<file path="config.mk">
export PLATFORM = sky130hd
export DESIGN_NAME = compacting_slot_allocator
export DESIGN_NICKNAME = d
export VERILOG_FILES = /design/src/sv/csa_pkg.sv /design/src/sv/compacting_slot_allocator.sv /design/src/sv/csa_table.sv
export SDC_FILE = /design/constraint.sdc
export NUM_CORES = 1
export LEC_CHECK = 0
export BUFFER_PORTS_ARGS = -buffer_cell sky130_fd_sc_hd__clkbuf_2
export CORE_MARGIN = 5
export CORE_UTILIZATION = 40
export DETAILED_ROUTE_END_ITERATION = 6
export SETUP_SLACK_MARGIN = 0.02
export SYNTH_ARGS = -nofsm -noshare
export SYNTH_HDL_FRONTEND = slang
export SYNTH_SLANG_ARGS = --single-unit
</file>
<file path="constraint.sdc">
create_clock -name i_clk -period 4.62 [get_ports i_clk]
set_input_delay 0.231 -clock i_clk [delete_from_list [all_inputs] [get_ports i_clk]]
set_output_delay 0.231 -clock i_clk [all_outputs]
set_load 0.05 [all_outputs]
</file>
<file path="src/sv/csa_pkg.sv">
// Shared types and codes of the compacting slot allocator.
package csa_pkg;

    localparam int OFFSET_W = 13;
    localparam int SIZE_W   = 13;
    localparam int HANDLE_W = 8;
    localparam int STATUS_W = 3;

    localparam logic OP_ALLOC = 1'b0;
    localparam logic OP_FREE  = 1'b1;

    localparam logic [STATUS_W-1:0] ST_GRANTED  = 3'd0;
    localparam logic [STATUS_W-1:0] ST_RELEASED = 3'd1;
    localparam logic [STATUS_W-1:0] ST_MOVED    = 3'd2;
    localparam logic [STATUS_W-1:0] ST_REFUSED  = 3'd3;
    localparam logic [STATUS_W-1:0] ST_NOTFOUND = 3'd4;

    typedef struct packed {
        logic [HANDLE_W-1:0] owner;
        logic [SIZE_W-1:0]   size;
    } t_entry;

    typedef enum logic [5:0] {
        S_IDLE  = 6'b000001,
        S_ALLOC = 6'b000010,
        S_RD    = 6'b000100,
        S_CMP   = 6'b001000,
        S_MRD   = 6'b010000,
        S_MOVE  = 6'b100000
    } t_state;

endpackage

</file>
<file path="src/sv/compacting_slot_allocator.sv">
// Compacting slot allocator: packed slot table with iterative scan and compaction.
// Allocate: S_ALLOC registers the result when the output is free; the running total is kept.
// Free: S_RD and S_CMP scan each table entry through the hit, then S_MRD and S_MOVE move each
// later entry down one place; a miss ends in S_RD at the end of the used prefix.
// One transaction in work at a time; a new one is taken the cycle after the last result is
// registered. Reset (synchronous, active low) empties the table at once through the fill count.
module compacting_slot_allocator #(
    parameter int SLOTS    = 16,
    parameter int CAPACITY = 4096
) (
    input  logic        i_clk,
    input  logic        i_rst_n,
    input  logic        i_in_valid,
    output logic        o_in_ready,
    input  logic        i_opcode,
    input  logic [7:0]  i_owner_handle,
    input  logic [12:0] i_request_size,
    output logic        o_out_valid,
    input  logic        i_out_ready,
    output logic [2:0]  o_status,
    output logic [7:0]  o_result_handle,
    output logic [12:0] o_result_offset,
    output logic        o_last
);

    localparam int IW   = $clog2(SLOTS);
    localparam int CNTW = $clog2(SLOTS + 1);
    localparam int TW   = $clog2(CAPACITY + 1);
    // Width for the capacity check: total plus a full request never wraps.
    localparam int CW   = ((TW > csa_pkg::SIZE_W) ? TW : csa_pkg::SIZE_W) + 1;

    csa_pkg::t_state r_state, n_state;

    logic                        r_op, n_op;
    logic [csa_pkg::HANDLE_W-1:0] r_handle, n_handle;
    logic [csa_pkg::SIZE_W-1:0]   r_size, n_size;
    logic [CNTW-1:0]             r_count, n_count;
    logic [TW-1:0]               r_total, n_total;
    logic [CNTW-1:0]             r_idx, n_idx;
    logic [TW-1:0]               r_vol, n_vol;

    logic                         r_out_valid, n_out_valid;
    logic [csa_pkg::STATUS_W-1:0] r_status, n_status;
    logic [csa_pkg::HANDLE_W-1:0] r_res_handle, n_res_handle;
    logic [csa_pkg::OFFSET_W-1:0] r_res_offset, n_res_offset;
    logic                         r_last, n_last;

    logic            wr_en;
    logic [IW-1:0]   wr_addr;
    csa_pkg::t_entry wr_data;
    csa_pkg::t_entry rd_data;

    logic            out_free;
    logic            in_fire;
    logic [CNTW-1:0] idx_inc;
    logic [CNTW-1:0] idx_dec;
    logic            fits;
    logic [CW-1:0]   total_ext;
    logic [CW-1:0]   vol_ext;

    csa_table #(
        .SLOTS(SLOTS)
    ) u_table (
        .i_clk    (i_clk),
        .i_wr_en  (wr_en),
        .i_wr_addr(wr_addr),
        .i_wr_data(wr_data),
        .i_rd_addr(r_idx[IW-1:0]),
        .o_rd_data(rd_data)
    );

    // The output register may be reloaded when empty or being drained this cycle.
    assign out_free   = !r_out_valid || i_out_ready;
    assign o_in_ready = (r_state == csa_pkg::S_IDLE);
    assign in_fire    = i_in_valid && o_in_ready;

    assign idx_inc   = r_idx + CNTW'(1);
    assign idx_dec   = r_idx - CNTW'(1);
    assign total_ext = CW'(r_total);
    assign vol_ext   = CW'(r_vol);
    assign fits      = (r_count != CNTW'(SLOTS))
                    && ((total_ext + CW'(r_size)) <= CW'(CAPACITY));

    always_comb begin
        n_state      = r_state;
        n_op         = r_op;
        n_handle     = r_handle;
        n_size       = r_size;
        n_count      = r_count;
        n_total      = r_total;
        n_idx        = r_idx;
        n_vol        = r_vol;
        n_out_valid  = r_out_valid && !i_out_ready;
        n_status     = r_status;
        n_res_handle = r_res_handle;
        n_res_offset = r_res_offset;
        n_last       = r_last;
        wr_en        = 1'b0;
        wr_addr      = r_count[IW-1:0];
        wr_data      = '{owner: r_handle, size: r_size};

        case (r_state)
            csa_pkg::S_IDLE: begin
                if (in_fire) begin
                    n_op     = i_opcode;
                    n_handle = i_owner_handle;
                    n_size   = i_request_size;
                    n_idx    = '0;
                    n_vol    = '0;
                    n_state  = (i_opcode == csa_pkg::OP_ALLOC) ? csa_pkg::S_ALLOC
                                                              : csa_pkg::S_RD;
                end
            end

            // Grant at the running total or refuse; one result either way.
            csa_pkg::S_ALLOC: begin
                if (out_free) begin
                    n_out_valid  = 1'b1;
                    n_res_handle = r_handle;
                    n_last       = 1'b1;
                    if (fits) begin
                        wr_en        = 1'b1;
                        n_count      = r_count + CNTW'(1);
                        n_total      = r_total + TW'(r_size);
                        n_status     = csa_pkg::ST_GRANTED;
                        n_res_offset = total_ext[csa_pkg::OFFSET_W-1:0];
                    end else begin
                        n_status     = csa_pkg::ST_REFUSED;
                        n_res_offset = '0;
                    end
                    n_state = csa_pkg::S_IDLE;
                end
            end

            // Table read of r_idx is in flight; end of used prefix means no match.
            csa_pkg::S_RD: begin
                if (r_idx == r_count) begin
                    if (out_free) begin
                        n_out_valid  = 1'b1;
                        n_status     = csa_pkg::ST_NOTFOUND;
                        n_res_handle = r_handle;
                        n_res_offset = '0;
                        n_last       = 1'b1;
                        n_state      = csa_pkg::S_IDLE;
                    end
                end else begin
                    n_state = csa_pkg::S_CMP;
                end
            end

            csa_pkg::S_CMP: begin
                if (rd_data.owner == r_handle) begin
                    if (out_free) begin
                        n_out_valid  = 1'b1;
                        n_status     = csa_pkg::ST_RELEASED;
                        n_res_handle = r_handle;
                        n_res_offset = vol_ext[csa_pkg::OFFSET_W-1:0];
                        n_total      = r_total - TW'(rd_data.size);
                        n_idx        = idx_inc;
                        if (idx_inc == r_count) begin
                            n_last  = 1'b1;
                            n_count = r_count - CNTW'(1);
                            n_state = csa_pkg::S_IDLE;
                        end else begin
                            n_last  = 1'b0;
                            n_state = csa_pkg::S_MRD;
                        end
                    end
                end else begin
                    n_vol   = r_vol + TW'(rd_data.size);
                    n_idx   = idx_inc;
                    n_state = csa_pkg::S_RD;
                end
            end

            csa_pkg::S_MRD: begin
                n_state = csa_pkg::S_MOVE;
            end

            // Pull entry r_idx down one place at the packed offset.
            csa_pkg::S_MOVE: begin
                if (out_free) begin
                    wr_en        = 1'b1;
                    wr_addr      = idx_dec[IW-1:0];
                    wr_data      = rd_data;
                    n_out_valid  = 1'b1;
                    n_status     = csa_pkg::ST_MOVED;
                    n_res_handle = rd_data.owner;
                    n_res_offset = vol_ext[csa_pkg::OFFSET_W-1:0];
                    n_vol        = r_vol + TW'(rd_data.size);
                    n_idx        = idx_inc;
                    if (idx_inc == r_count) begin
                        n_last  = 1'b1;
                        n_count = r_count - CNTW'(1);
                        n_state = csa_pkg::S_IDLE;
                    end else begin
                        n_last  = 1'b0;
                        n_state = csa_pkg::S_MRD;
                    end
                end
            end

            default: begin
                n_state = csa_pkg::S_IDLE;
            end
        endcase
    end

    always_ff @(posedge i_clk) begin
        if (!i_rst_n) begin
            r_state     <= csa_pkg::S_IDLE;
            r_count     <= '0;
            r_total     <= '0;
            r_out_valid <= 1'b0;
        end else begin
            r_state     <= n_state;
            r_count     <= n_count;
            r_total     <= n_total;
            r_out_valid <= n_out_valid;
        end
    end

    // Payload and scan registers need no reset.
    always_ff @(posedge i_clk) begin
        r_op         <= n_op;
        r_handle     <= n_handle;
        r_size       <= n_size;
        r_idx        <= n_idx;
        r_vol        <= n_vol;
        r_status     <= n_status;
        r_res_handle <= n_res_handle;
        r_res_offset <= n_res_offset;
        r_last       <= n_last;
    end

    assign o_out_valid     = r_out_valid;
    assign o_status        = r_status;
    assign o_result_handle = r_res_handle;
    assign o_result_offset = r_res_offset;
    assign o_last          = r_last;

endmodule

</file>
<file path="src/sv/csa_table.sv">
// Slot table store: owner and size per slot, one write and one registered read port.
module csa_table #(
    parameter int SLOTS = 16
) (
    input  logic                    i_clk,
    input  logic                    i_wr_en,
    input  logic [$clog2(SLOTS)-1:0] i_wr_addr,
    input  csa_pkg::t_entry         i_wr_data,
    input  logic [$clog2(SLOTS)-1:0] i_rd_addr,
    output csa_pkg::t_entry         o_rd_data
);

    localparam int IW = $clog2(SLOTS);

    csa_pkg::t_entry r_mem [SLOTS];
    csa_pkg::t_entry r_rd_data;

    always_ff @(posedge i_clk) begin
        if (i_wr_en) begin
            r_mem[i_wr_addr] <= i_wr_data;
        end
        r_rd_data <= r_mem[i_rd_addr[IW-1:0]];
    end

    assign o_rd_data = r_rd_data;

endmodule

</file>
Word level (Yosys, flattened, before mapping)
Memory sizes are Yosys's and may differ from the RTL's. A register that Yosys moved wholly into a read port is not among the register bits.
Cells that the tools add are included.

operators by class
  muxes and demuxes = 67
  shift-type cells = 0
  $lt $le $gt $ge = 1
  multipliers = 0
  equal/unequal tests = 19
  divide/modulo/power cells = 0
  add/sub/neg operators = 8
  bitwise gates (word level) = 0
  reduce and logical (&&, ||, !) cells = 20

operator list
  kind                                                   count
  two-way mux 13 bit                                     13
  case mux 13 bit (4 select lines)                       1
  two-way mux 5 bit                                      9
  two-way mux 21 bit                                     2
  case mux 13 bit (3 select lines)                       1
  case mux 6 bit (6 select lines)                        1
  two-way mux 8 bit                                      4
  case mux 8 bit (4 select lines)                        1
  two-way mux 6 bit                                      5
  case mux 5 bit (3 select lines)                        2
  adder 13 bit                                           2
  case mux 13 bit (2 select lines)                       1
  two-way mux 3 bit                                      7
  inequality test 2 bit, second input constant           8
  adder 13 x 13 -> 14 bit                                1
  <= comparator 14 x 13 -> 1 bit, second input constant  1
  two-way mux 1 bit                                      13
  subtractor 13 bit                                      1
  case mux 3 bit (4 select lines)                        1
  AND reduction 4 bit                                    3
  adder 5 x 1 -> 5 bit, second input constant            2
  == test 5 bit                                          2
  AND reduction 5 bit                                    2
  == test 8 bit                                          1
  other kinds (25)                                       31

word-level totals
  latch bits = 0
  output and inout port bits = 27
  ROM bits = 0
  memories kept = 1
  input bits = 26
  flip-flop bits (word level) = 89
  memory bits (writable) = 336
  word-level logic and storage cells = 128

memory list
  memory         words  bits a word  rd ports  clocked after Yosys merged registers in  write ports  RTL line         source
  u_table.r_mem  16     21           1         1                                        1            csa_table.sv:15  csa_pkg::t_entry r_mem [SLOTS];

Depth between registers and ports, before layout
  depth in word-level cells = 8
  mapped depth = 17
  mapped depth without buffers = 17

Modules after synthesis
Synthesis repeated with hierarchy kept, for this count alone.

unflattened totals
  cell total of the unflattened synthesis = 1202
  area total of the unflattened synthesis = 19540.0 µm²

modules (own cells, without submodules)
  module                     cells each  seq. area each (µm²)  area each (µm²)  times used
  csa_table                  557         10510.1               13277.7          1
  compacting_slot_allocator  645         2422.3                6262.3           1

Worst setup path before layout
Ideal clock, no wire load.

  path type = register -> register
  start point = register r_size[0] (netlist name)
  end point = memory u_table.r_mem[15][0] (netlist name), enable pin
  data required time = 4.214 ns
  arrival time = 4.121 ns
  clock period less this slack = 4.527 ns
  cell stages (with the launch flop) = 14
  setup slack = 0.093 ns
  path through = edfxtp_1 > ha_1 > fa_1 > a21o_1 > and3_1 > o32a_1 > or4_1 > nand3_2 > nand4_4 > a22oi_4 > buf_6 > buf_6 > nand4_4 > a21oi_1

on the way
  word-level cells in the longest chain between the ends = 8

RTL lines
  element                                  RTL line                          source
  start: declaration                       compacting_slot_allocator.sv:36   logic [csa_pkg::SIZE_W-1:0] r_size, n_size;
  start signal: assignment                 compacting_slot_allocator.sv:227  r_size <= n_size;
  adder 13 x 13 -> 14 bit                  compacting_slot_allocator.sv:82   && ((total_ext + CW'(r_size)) <= CW'(CAPACITY));
  <= comparator 14 x 13 -> 1 bit           compacting_slot_allocator.sv:82
  logical AND 1 bit                        compacting_slot_allocator.sv:82
  two-way mux 1 bit                        compacting_slot_allocator.sv:121  if (fits) begin
  two-way mux 1 bit                        compacting_slot_allocator.sv:117  if (out_free) begin
  case mux 1 bit (2 select lines)          compacting_slot_allocator.sv:102  case (r_state)
  two-way mux 1 bit                        csa_table.sv:19                   if (i_wr_en) begin
  two-way mux 1 bit (not written as such)  csa_table.sv:20                   r_mem[i_wr_addr] <= i_wr_data;
  end: declaration                         csa_table.sv:15

No other way between the ends.

Worst setup path after layout
  start point = register r_size[0] (netlist name)
  end point = memory u_table.r_mem[8][3] (netlist name), enable pin

Same word-level chain as after synthesis.

==> impl_results.html <==
<table>
<tr><th>Metric</th><th>Value</th></tr>
<tr><th colspan="2">Route</th></tr>
<tr><td>First-pass DRT Iterations</td><td>5</td></tr>
<tr><td>Post-detailed-route wirelength per cell</td><td>24.4 µm</td></tr>
<tr><td>Via density per instance</td><td>5.61</td></tr>
<tr><td>Number of nets with antenna violations after routing</td><td>0</td></tr>
<tr><td>DRT iter0 DRCs</td><td>1025</td></tr>
<tr><td>Final routed DRC violation total</td><td>0</td></tr>
<tr><td>Wirelength, routed</td><td>50800 µm</td></tr>
<tr><td>Total vias in the final route</td><td>11664</td></tr>
<tr><th colspan="2">Critical path</th></tr>
<tr><td>Critical path endpoint</td><td>u_table.r_mem[8][3]</td></tr>
<tr><td>Setup slack on the worst flop-to-flop path</td><td>0.35 ns</td></tr>
<tr><td>Crit path arrival time</td><td>4.54 ns</td></tr>
<tr><td>Number of cells on the worst reg-to-reg path</td><td>12</td></tr>
<tr><td>Logic depth of the worst setup path including buffers</td><td>12</td></tr>
<tr><td>Reg2Reg Launch Point</td><td>r_size[0]</td></tr>
<tr><td>Cell-by-cell trace of the critical path</td><td>ha_1, fa_1, a21o_1, and3_1, o32a_1, or4_1, nand3_2, nand4_4, a21boi_4, a31oi_1, nor2_2, buf_12</td></tr>
<tr><td>Startpoint type of the worst setup path</td><td>flip-flop</td></tr>
<tr><td>Critical path required time</td><td>4.88 ns</td></tr>
<tr><td>Category of the worst setup path capture point</td><td>flip-flop</td></tr>
<tr><td>Critical path launch point</td><td>r_size[0]</td></tr>
<tr><td>Setup Crit Path Kind</td><td>reg2reg</td></tr>
<tr><td>Delay of the slowest cell on the worst path</td><td>0.47 ns</td></tr>
<tr><td>Standard cell with the maximum stage delay on the critical path</td><td>sky130_fd_sc_hd__edfxtp_1</td></tr>
<tr><td>Family with the most delay on the worst path</td><td>compound AO/OA/AOI/OAI gates</td></tr>
<tr><td>Crit path buffers/inverters</td><td>1</td></tr>
<tr><td>Capturing point of the worst reg2reg path</td><td>u_table.r_mem[8][3]</td></tr>
<tr><td>Worst Path Max Fanout</td><td>17</td></tr>
<tr><th colspan="2">Power and ir drop</th></tr>
<tr><td>Power density over the cells</td><td>393 nW/µm²</td></tr>
<tr><td>Power Total</td><td>0.00895 W</td></tr>
<tr><td>Peak supply drop</td><td>0.246 mV</td></tr>
<tr><td>Leakage power</td><td>7.86 nW</td></tr>
<tr><th colspan="2">Yosys</th></tr>
<tr><td>EDFF count, synth</td><td>400</td></tr>
<tr><td>Most numerous cell in the Yosys netlist</td><td>sky130_fd_sc_hd__edfxtp_1</td></tr>
<tr><td>Most used flip-flop cell after synthesis</td><td>sky130_fd_sc_hd__edfxtp_1</td></tr>
<tr><td>Leading cell types by total area after synthesis</td><td>sky130_fd_sc_hd__edfxtp_1 61%, sky130_fd_sc_hd__mux4_2 12%, sky130_fd_sc_hd__dfxtp_1 4.7%</td></tr>
<tr><td>Synthesis warning total</td><td>0</td></tr>
<tr><td>Syn Nets</td><td>1349</td></tr>
<tr><td>Fraction of synthesized cell area taken by the top area cell type</td><td>60.8%</td></tr>
<tr><td>Number of distinct library cells after synthesis</td><td>71</td></tr>
<tr><td>Most instantiated cells after synthesis</td><td>400 x sky130_fd_sc_hd__edfxtp_1, 158 x sky130_fd_sc_hd__nand2_1, 105 x sky130_fd_sc_hd__mux4_2, 66 x sky130_fd_sc_hd__nor2_1, 51 x sky130_fd_sc_hd__a21oi_1</td></tr>
<tr><td>Biggest area consumer among synthesized cells</td><td>sky130_fd_sc_hd__edfxtp_1</td></tr>
<tr><td>Cells after synthesis</td><td>1276</td></tr>
<tr><td>Count of state elements after synthesis</td><td>446</td></tr>
<tr><td>Sequential element share of the synthesized area</td><td>65.4%</td></tr>
<tr><td>Netlist area before placement</td><td>19800 µm²</td></tr>
<tr><td>FFs w/ async S/R, synth</td><td>0%</td></tr>
<tr><td>Per-instance average area after synthesis</td><td>15.5 µm²</td></tr>
<tr><th colspan="2">GRT</th></tr>
<tr><td>Largest net degree at the start of global routing</td><td>49</td></tr>
<tr><td>Residual overflow from global routing</td><td>0</td></tr>
<tr><td>Initial antenna violation count</td><td>2</td></tr>
<tr><td>Number of global-route vias before repair</td><td>11520</td></tr>
<tr><td>Global-route wire length before repair</td><td>75400 µm</td></tr>
<tr><td>Overall routing resource usage</td><td>18.8%</td></tr>
<tr><th colspan="2">Die</th></tr>
<tr><td>Horizontal die dimension</td><td>232 µm</td></tr>
<tr><td>Row Count</td><td>81</td></tr>
<tr><td>Die footprint</td><td>54000 µm²</td></tr>
<tr><td>Chip Height</td><td>232 µm</td></tr>
<tr><td>Initial standard-cell utilization of the core</td><td>40.4%</td></tr>
<tr><td>Placeable Area</td><td>49000 µm²</td></tr>
<tr><td>Number of I/O pins</td><td>53</td></tr>
<tr><th colspan="2">CTS</th></tr>
<tr><td>Hold buffer count at CTS</td><td>22</td></tr>
<tr><td>Post_cts resized</td><td>0</td></tr>
<tr><td>TritonCTS sink count</td><td>446</td></tr>
<tr><td>Clk Latency, worst-skew pair</td><td>0.56 ns</td></tr>
<tr><td>CTS Buf Count</td><td>46</td></tr>
<tr><td>Largest buffer count on any clock path</td><td>3</td></tr>
<tr><td>Root buffer cell</td><td>sky130_fd_sc_hd__clkbuf_16</td></tr>
<tr><td>Post-CTS setup buffer count</td><td>0</td></tr>
<tr><td>Clock-pin slew of the registers on the worst-case setup and hold paths</td><td>0.06 ns</td></tr>
<tr><td>CTS tree</td><td>yes</td></tr>
<tr><td>Htree depth</td><td>2</td></tr>
<tr><th colspan="2">Cells and area</th></tr>
<tr><td>Multi-input gate area in the final layout</td><td>6650 µm²</td></tr>
<tr><td>Number of nets in the final layout</td><td>1450</td></tr>
<tr><td>Area growth, synth to finish</td><td>15.1%</td></tr>
<tr><td>Sequential cell area</td><td>12900 µm²</td></tr>
<tr><td>Layout cell share with drive strength beyond 1</td><td>21.0%</td></tr>
<tr><td>Total of fill cells in the finished design</td><td>4208</td></tr>
<tr><th colspan="2">STA</th></tr>
<tr><td>Final Max Tran Viols</td><td>0</td></tr>
<tr><td>Setup violators final</td><td>0</td></tr>
<tr><td>Final critical delay including setup and external delays</td><td>4.27 ns</td></tr>
<tr><td>Fraction of the cycle the final worst path needs</td><td>92.5%</td></tr>
<tr><td>Worst clock skew on the final layout</td><td>0.0101 ns</td></tr>
<tr><td>Count of endpoints failing hold in the final timing report</td><td>0</td></tr>
<tr><td>Worst rel slew slack</td><td>26.3%</td></tr>
<tr><td>Summed negative setup slack over all endpoints</td><td>0 ns</td></tr>
<tr><td>Timing-limited maximum frequency</td><td>234 MHz</td></tr>
<tr><td>Transition time at the pin with the least slew margin</td><td>1.10 ns</td></tr>
<tr><td>Unrepaired setup endpoints after global routing</td><td>no</td></tr>
<tr><th colspan="2">Placement</th></tr>
<tr><td>Sum of net half-perimeters after detailed placement</td><td>34600 µm</td></tr>
<tr><td>Gp weighted congestion</td><td>0.915</td></tr>
<tr><td>Buffers on Ports</td><td>52</td></tr>
<tr><th colspan="2">Status</th></tr>
<tr><td>Outcome</td><td>finished, final reports clean</td></tr>
<tr><th colspan="2">Run</th></tr>
<tr><td>Total of max-cap violations</td><td>0</td></tr>
<tr><th colspan="2">Hold path</th></tr>
<tr><td>Min-delay worst type</td><td>in2reg</td></tr>
</table>
-- per-layer routing --
layer	up-vias	part of all wire, %	global-route usage (%)
met2	375	48	30.7
met1	5963	43	25.9
li1	5221	-	-
met4	2	3.8	6.83
met3	103	5.1	2.91
met5	-	0.022	0
-- tightest hold or removal path, stage by stage --
cell                       delay [ns]
sky130_fd_sc_hd__clkbuf_2        0.08
sky130_fd_sc_hd__buf_4           0.24
sky130_fd_sc_hd__nand2_1         0.10
sky130_fd_sc_hd__mux2i_1         0.06
-- placed cells by master, fill, tap and decap left out, drive strengths merged, types with 28 or more instances in the layout --
cell	n
edfxtp	400
nand2	159
clkbuf	110
mux4	105
nor2	66
a21oi	51
dfxtp	46
ha	43
buf	39
o21ai	34
nand3	33
xor2	28
-- cell families (layout without fill, tap and decap cells) --
logic type               count (synthesis)  after routing  synth area share (%)
AO/OA/AOI/OAI                          188            188                  6.66
adder cells (fa/ha/maj)                 47             47                  3.13
AND/OR/NAND/NOR                        355            355                  8.61
other                                    0              2                     0
XOR/XNOR                                50             50                  2.22
multiplexers                           111            111                  12.3
buffers and inverters                   79            215                  1.69
flip-flops                             446            446                  65.4
-- state kept, by name (all words and copies together), names as in the netlist --
register,flops
r_size,13
r_idx,5
r_vol,13
r_state,6
o_result_handle,8
o_last,1
r_handle,8
u_table.r_mem,336
o_status,3
o_out_valid,1
o_result_offset,13
u_table.o_rd_data,21
r_total,13
r_count,5
-- layout make-up --
type | instances | area share (%)
Antenna cell | 2 | 0.0220
Clock buffer | 58 | 5.34
Clock inverter | 25 | 1.14
Inverter | 19 | 0.313
Multi-Input combinational cell | 751 | 29.2
Sequential cell | 446 | 56.8
Tap cell | 664 | 3.65
Timing Repair Buffer | 113 | 3.45
-- worst min-delay path by stage --
stage                                   from     endpoint  slack, ns  depth (start not counted)
after floorplan            i_owner_handle[0]  r_handle[0]       0.33                          0
after global placement     i_owner_handle[2]  r_handle[2]       0.41                          1
after detailed placement  i_request_size[11]   r_size[11]       0.41                          1
after CTS                            i_rst_n   r_count[2]       0.17                          4
after global routing                 i_rst_n   r_count[2]       0.20                          4
final                                i_rst_n   r_count[2]       0.19                          4
-- per-stage QoR --
step	area [µm²]	utilization (%)	instances	worst slack, ns	hold slack, ns
2_1_floorplan	19800	-	1276	0.0933	0.330
3_3_place_gp	21100	43.0	1971	0.489	0.409
3_5_place_dp	21100	43.0	1971	0.405	0.410
4_1_cts	22700	46.5	2076	0.382	0.167
5_1_grt	22700	46.5	2076	0.143	0.199
6_report	22800	46.5	2078	0.348	0.193
-- power by group --
group	leakage, nW	switching, W	total [W]	internal [W]
Clock	0.721	0.00150	0.00365	0.00214
Combinational	3.13	0.000459	0.000750	0.000291
Sequential	4.01	0.0000756	0.00456	0.00448
No activity file was read; power rests on OpenSTA's default activity.
